**config.mk**
```make
export PLATFORM = sky130hd
export DESIGN_NAME = pf2a_cfg_regs
export DESIGN_NICKNAME = d
export VERILOG_FILES = /design/src/rtl/core/pf2a_pkg.sv /design/src/rtl/core/pf2a_cfg_regs.sv
export SDC_FILE = /design/constraint.sdc
export NUM_CORES = 1
export LEC_CHECK = 0
export BUFFER_PORTS_ARGS = -buffer_cell sky130_fd_sc_hd__buf_4
export CELL_PAD_IN_SITES_DETAIL_PLACEMENT = 1
export CELL_PAD_IN_SITES_GLOBAL_PLACEMENT = 1
export CORE_ASPECT_RATIO = 0.7
export CORE_UTILIZATION = 23
export CTS_BUF_LIST = sky130_fd_sc_hd__clkbuf_4 sky130_fd_sc_hd__clkbuf_8 sky130_fd_sc_hd__clkbuf_16
export DETAILED_ROUTE_END_ITERATION = 8
export PLACE_DENSITY = 0.88
export RECOVER_POWER = 25
export SYNTH_ARGS = -nofsm -noshare
export SYNTH_HDL_FRONTEND = slang
export SYNTH_SLANG_ARGS = --single-unit
```
**constraint.sdc**
```tcl
create_clock -name clk_i -period 1.2 [get_ports clk_i]
set_clock_uncertainty 0.05 [all_clocks]
set_input_delay 0.12 -clock clk_i [delete_from_list [all_inputs] [get_ports clk_i]]
set_output_delay 0.12 -clock clk_i [all_outputs]
set_load 0.01 [all_outputs]
```
**src/rtl/core/pf2a_pkg.sv**
```systemverilog
// Shared types and constants of the pixel format converter.
`default_nettype none
package pf2a_pkg;

  localparam int unsigned PaletteDepthDefault = 256;

  localparam int unsigned ColorW   = 24;
  localparam int unsigned PixelW   = 32;
  localparam int unsigned IndexW   = 8;
  localparam int unsigned CountW   = 9;
  localparam int unsigned ModeW    = 2;
  localparam int unsigned ApbDataW = 32;
  localparam int unsigned ApbAddrW = 3;

  localparam logic [PixelW-1:0] AlphaOpaque = 32'hff00_0000;

  // Source formats
  localparam logic [ModeW-1:0] ModePalette = 2'd0;
  localparam logic [ModeW-1:0] ModeRgb565  = 2'd1;
  localparam logic [ModeW-1:0] ModeRgba    = 2'd2;

  // Register indexes (byte address 4*i)
  localparam logic RegPixelMode    = 1'b0;
  localparam logic RegPaletteCount = 1'b1;

  typedef struct packed {
    logic [ModeW-1:0]  pixel_mode;
    logic [CountW-1:0] palette_count;
  } cfg_t;

endpackage
`default_nettype wire

```
**src/rtl/core/pf2a_cfg_regs.sv**
```systemverilog
// APB register block: pixel mode and palette entry count.
`default_nettype none
module pf2a_cfg_regs (
  input  wire logic                            clk_i,
  input  wire logic                            rst_ni,
  input  wire logic                            psel,
  input  wire logic                            penable,
  input  wire logic                            pwrite,
  input  wire logic [pf2a_pkg::ApbAddrW-1:0]   paddr,
  input  wire logic [pf2a_pkg::ApbDataW-1:0]   pwdata,
  output logic      [pf2a_pkg::ApbDataW-1:0]   prdata,
  output logic                                 pready,
  output pf2a_pkg::cfg_t                       cfg_o
);

  pf2a_pkg::cfg_t cfg_q, cfg_d;
  logic           wr_en;
  logic           reg_sel;

  assign reg_sel = paddr[2];
  assign wr_en   = psel && penable && pwrite;
  assign pready  = 1'b1;

  always_comb begin
    cfg_d = cfg_q;
    if (wr_en) begin
      unique case (reg_sel)
        pf2a_pkg::RegPixelMode:    cfg_d.pixel_mode    = pwdata[pf2a_pkg::ModeW-1:0];
        pf2a_pkg::RegPaletteCount: cfg_d.palette_count = pwdata[pf2a_pkg::CountW-1:0];
        default: cfg_d = cfg_q;
      endcase
    end
  end

  always_ff @(posedge clk_i or negedge rst_ni) begin
    if (!rst_ni) begin
      cfg_q.pixel_mode    <= pf2a_pkg::ModeRgba;
      cfg_q.palette_count <= '0;
    end else begin
      cfg_q <= cfg_d;
    end
  end

  always_comb begin
    unique case (reg_sel)
      pf2a_pkg::RegPixelMode:
        prdata = {{(pf2a_pkg::ApbDataW - pf2a_pkg::ModeW){1'b0}}, cfg_q.pixel_mode};
      pf2a_pkg::RegPaletteCount:
        prdata = {{(pf2a_pkg::ApbDataW - pf2a_pkg::CountW){1'b0}}, cfg_q.palette_count};
      default: prdata = '0;
    endcase
  end

  assign cfg_o = cfg_q;

endmodule
`default_nettype wire

```
==> results.yml <==
floorplanning:
  core-area_sq_um: 2880
  die-area_sq_um: 3350
  fp.dieW_microns: 68.8
  start_util: 0.249
  ios: 84
  placementRows: 16
  die_h_microns: 48.8
critical_path:
  r2r_start: "cfg_o[1]$_DFFE_PN0P_"
  worstPathArrival_ns: 1.01
  cpPeakStageDelay_ns: 0.38
  worstSetupPathType: "flip-flop to output port"
  path_delay_family: "flip-flops"
  setup.worst_path.start_class: "flip-flop"
  cp.required_ns: 1.03
  cp_cell_sequence: "mux2_4 -> buf_6"
  endpoint_kind: "output port"
  critPathLaunch: "cfg_o[9]$_DFFE_PN0P_"
  cpMaxStageDelayCell: "dfrtp_1"
  critPathMaxFanout: 2
  critical_path_buf_inv_count: 1
finish:
  layout.nets: 143
  nFillCells: 340
  antenna_cells: 0
  final_common_cell: "buf_4"
  largest_register_ffs: 11
  fin_cells: 138
  area_growth_pct: 42.7
  fin_util: 0.355
  fin_area_sq_um: 1020
  drive_above_1_share: 0.578
  layout_common_cells: "37 x buf_4, 24 x conb_1, 10 x dfrtp_1, 9 x mux2_2, 7 x and2_1"
grt:
  grt_overflow: 0
  grt_pass1_vias: 499
  grt.total_usage: 0.102
  grt_antenna_before_repair: 0
  grt_pass1_wl_microns: 2440
  grt_max_degree: 12
clock_tree:
  h-tree-depth: 1
  cts_sinks: 11
  tritoncts: "built"
  clk_pin_slew_ns: 0.05
  numCtsBuffers: 3
  cts-root-buf: "clkbuf_8"
  clk_path_buf_depth: 2
  clkLatencyLatePin_ns: 0.23
power:
  powerDensity_nw_per_um2: 1460
  ir_worst_vdd_mv: 0.414
  p_leak_nw: 0.547
place:
  place_inst: 127
  gp_congestion: 0.604
  dp_hpwl_microns: 1270
  place_area_sq_um: 910
  port_buffers: 34
detailed_routing:
  drtIter0Drc: 10
  wire_per_inst_microns: 11.9
  drcViolationCount: 0
  vias: 501
  ant_nets: 0
  vias_per_cell: 3.63
  drt-total-wl_microns: 1640
  firstDrtPassIters: 3
timing:
  fin_crit_sh: 0.983
  fmax_ghz: 0.847
  drv_slew: 0
  hold_viol: 0
  fin_crit_ns: 1.18
  relSlewSlack: 0.586
  finalSetupViolCount: 0
  worstMarginPinSlew_ns: 0.621
logic_synthesis:
  syn_avg_cell_area_sq_um: 12.0
  synth-seq-cells: 11
  ys_top_cells_by_area: "dfrtp_1 35%, buf_4 25%, mux2_2 17%"
  seq_area_frac_synth: 0.385
  synth_area_leader_cell: "dfrtp_1"
  netlist_area_sq_um: 718
  ys_types: 10
  syn_inst: 60
  yosys.area.top_type_share: 0.348
  yosys_warnings: 0
worst_hold_path:
  min-delay-start: "pwdata[5]"
  hold_class: "input port to flip-flop"
run_status:
  outcome: "completed"
flow_run:
  drv_cap: 0
[synthesized netlist by cell type (all sizes together)]
cell type,count
conb,2
and2,7
mux2,13
nand4,1
buf,25
dfstp,1
dfrtp,10
nand4b,1
[kinds of logic after synthesis]
logic type / share of synthesized area
buffers and inverters: 0.267
multiplexers: 0.214
flip-flops: 0.385
AND/OR/NAND/NOR: 0.124
other: 0.0105
[layer usage]
| layer | up-vias | track usage | routed length (microns) |
|---|---|---|---|
| li1 | 232 | - | - |
| met1 | 243 | 0.103 | 627 |
| met2 | 24 | 0.181 | 909 |
| met3 | 2 | 0.0377 | 84 |
| met4 | 0 | 0.0476 | 19 |
| met5 | - | 0 | 0 |
[repair_timing]
item / CTS / global route
hold buffers: 1 / 0
resized for setup: 0 / 4
setup endpoints to repair: 2 / 2
endpoints found under the hold margin: 11 / 0
buffers inserted: 3 / 3
[where the power goes]
group	switching [mW]	internal (mW)
registers	0.0554	0.460
logic	0.243	0.357
clock network	0.130	0.255
total	0.428	1.07
[worst register-to-register path, stage by stage (launching register included)]
cell and delay (ns):
dfrtp_1 0.37, buf_4 0.13, buf_4 0.12, mux2_2 0.25
[area by class of cell]
class	instances	area, sq um	area share
clock buffer	4	48.8	0.0476
tap	36	45.0	0.0440
timing repair buffer	41	314	0.306
multi-input combinational	46	340	0.332
sequential	11	277	0.270
[path summary, 6_finish.rpt]
path	to	slack, ns	cells past startpoint
setup reg to reg	cfg_o[1]$_DFFE_PN0P_	0.16	3
setup / recovery	prdata[0]	0.02	2
hold reg to reg	cfg_o[3]$_DFFE_PN0P_	0.49	1
min in group asynchronous	cfg_o[5]$_DFFE_PN0P_	0.36	2
max in group asynchronous	cfg_o[4]$_DFFE_PN0P_	0.33	2
hold / removal	cfg_o[5]$_DFFE_PN0P_	0.07	2
[metrics by stage]
stage               hold slack (ns)  setup TNS, ns  worst slack (ns)  power, mW
finish                       0.0670              0            0.0199       1.50
global route                 0.0642       -0.00367          -0.00367       1.58
CTS                          0.0636              0           0.00303       1.46
detailed placement          -0.0869              0             0.177       1.03
global placement            -0.0890              0             0.212       1.01
floorplan                    -0.226              0             0.314      0.805
(Power assumes the default switching activity.)
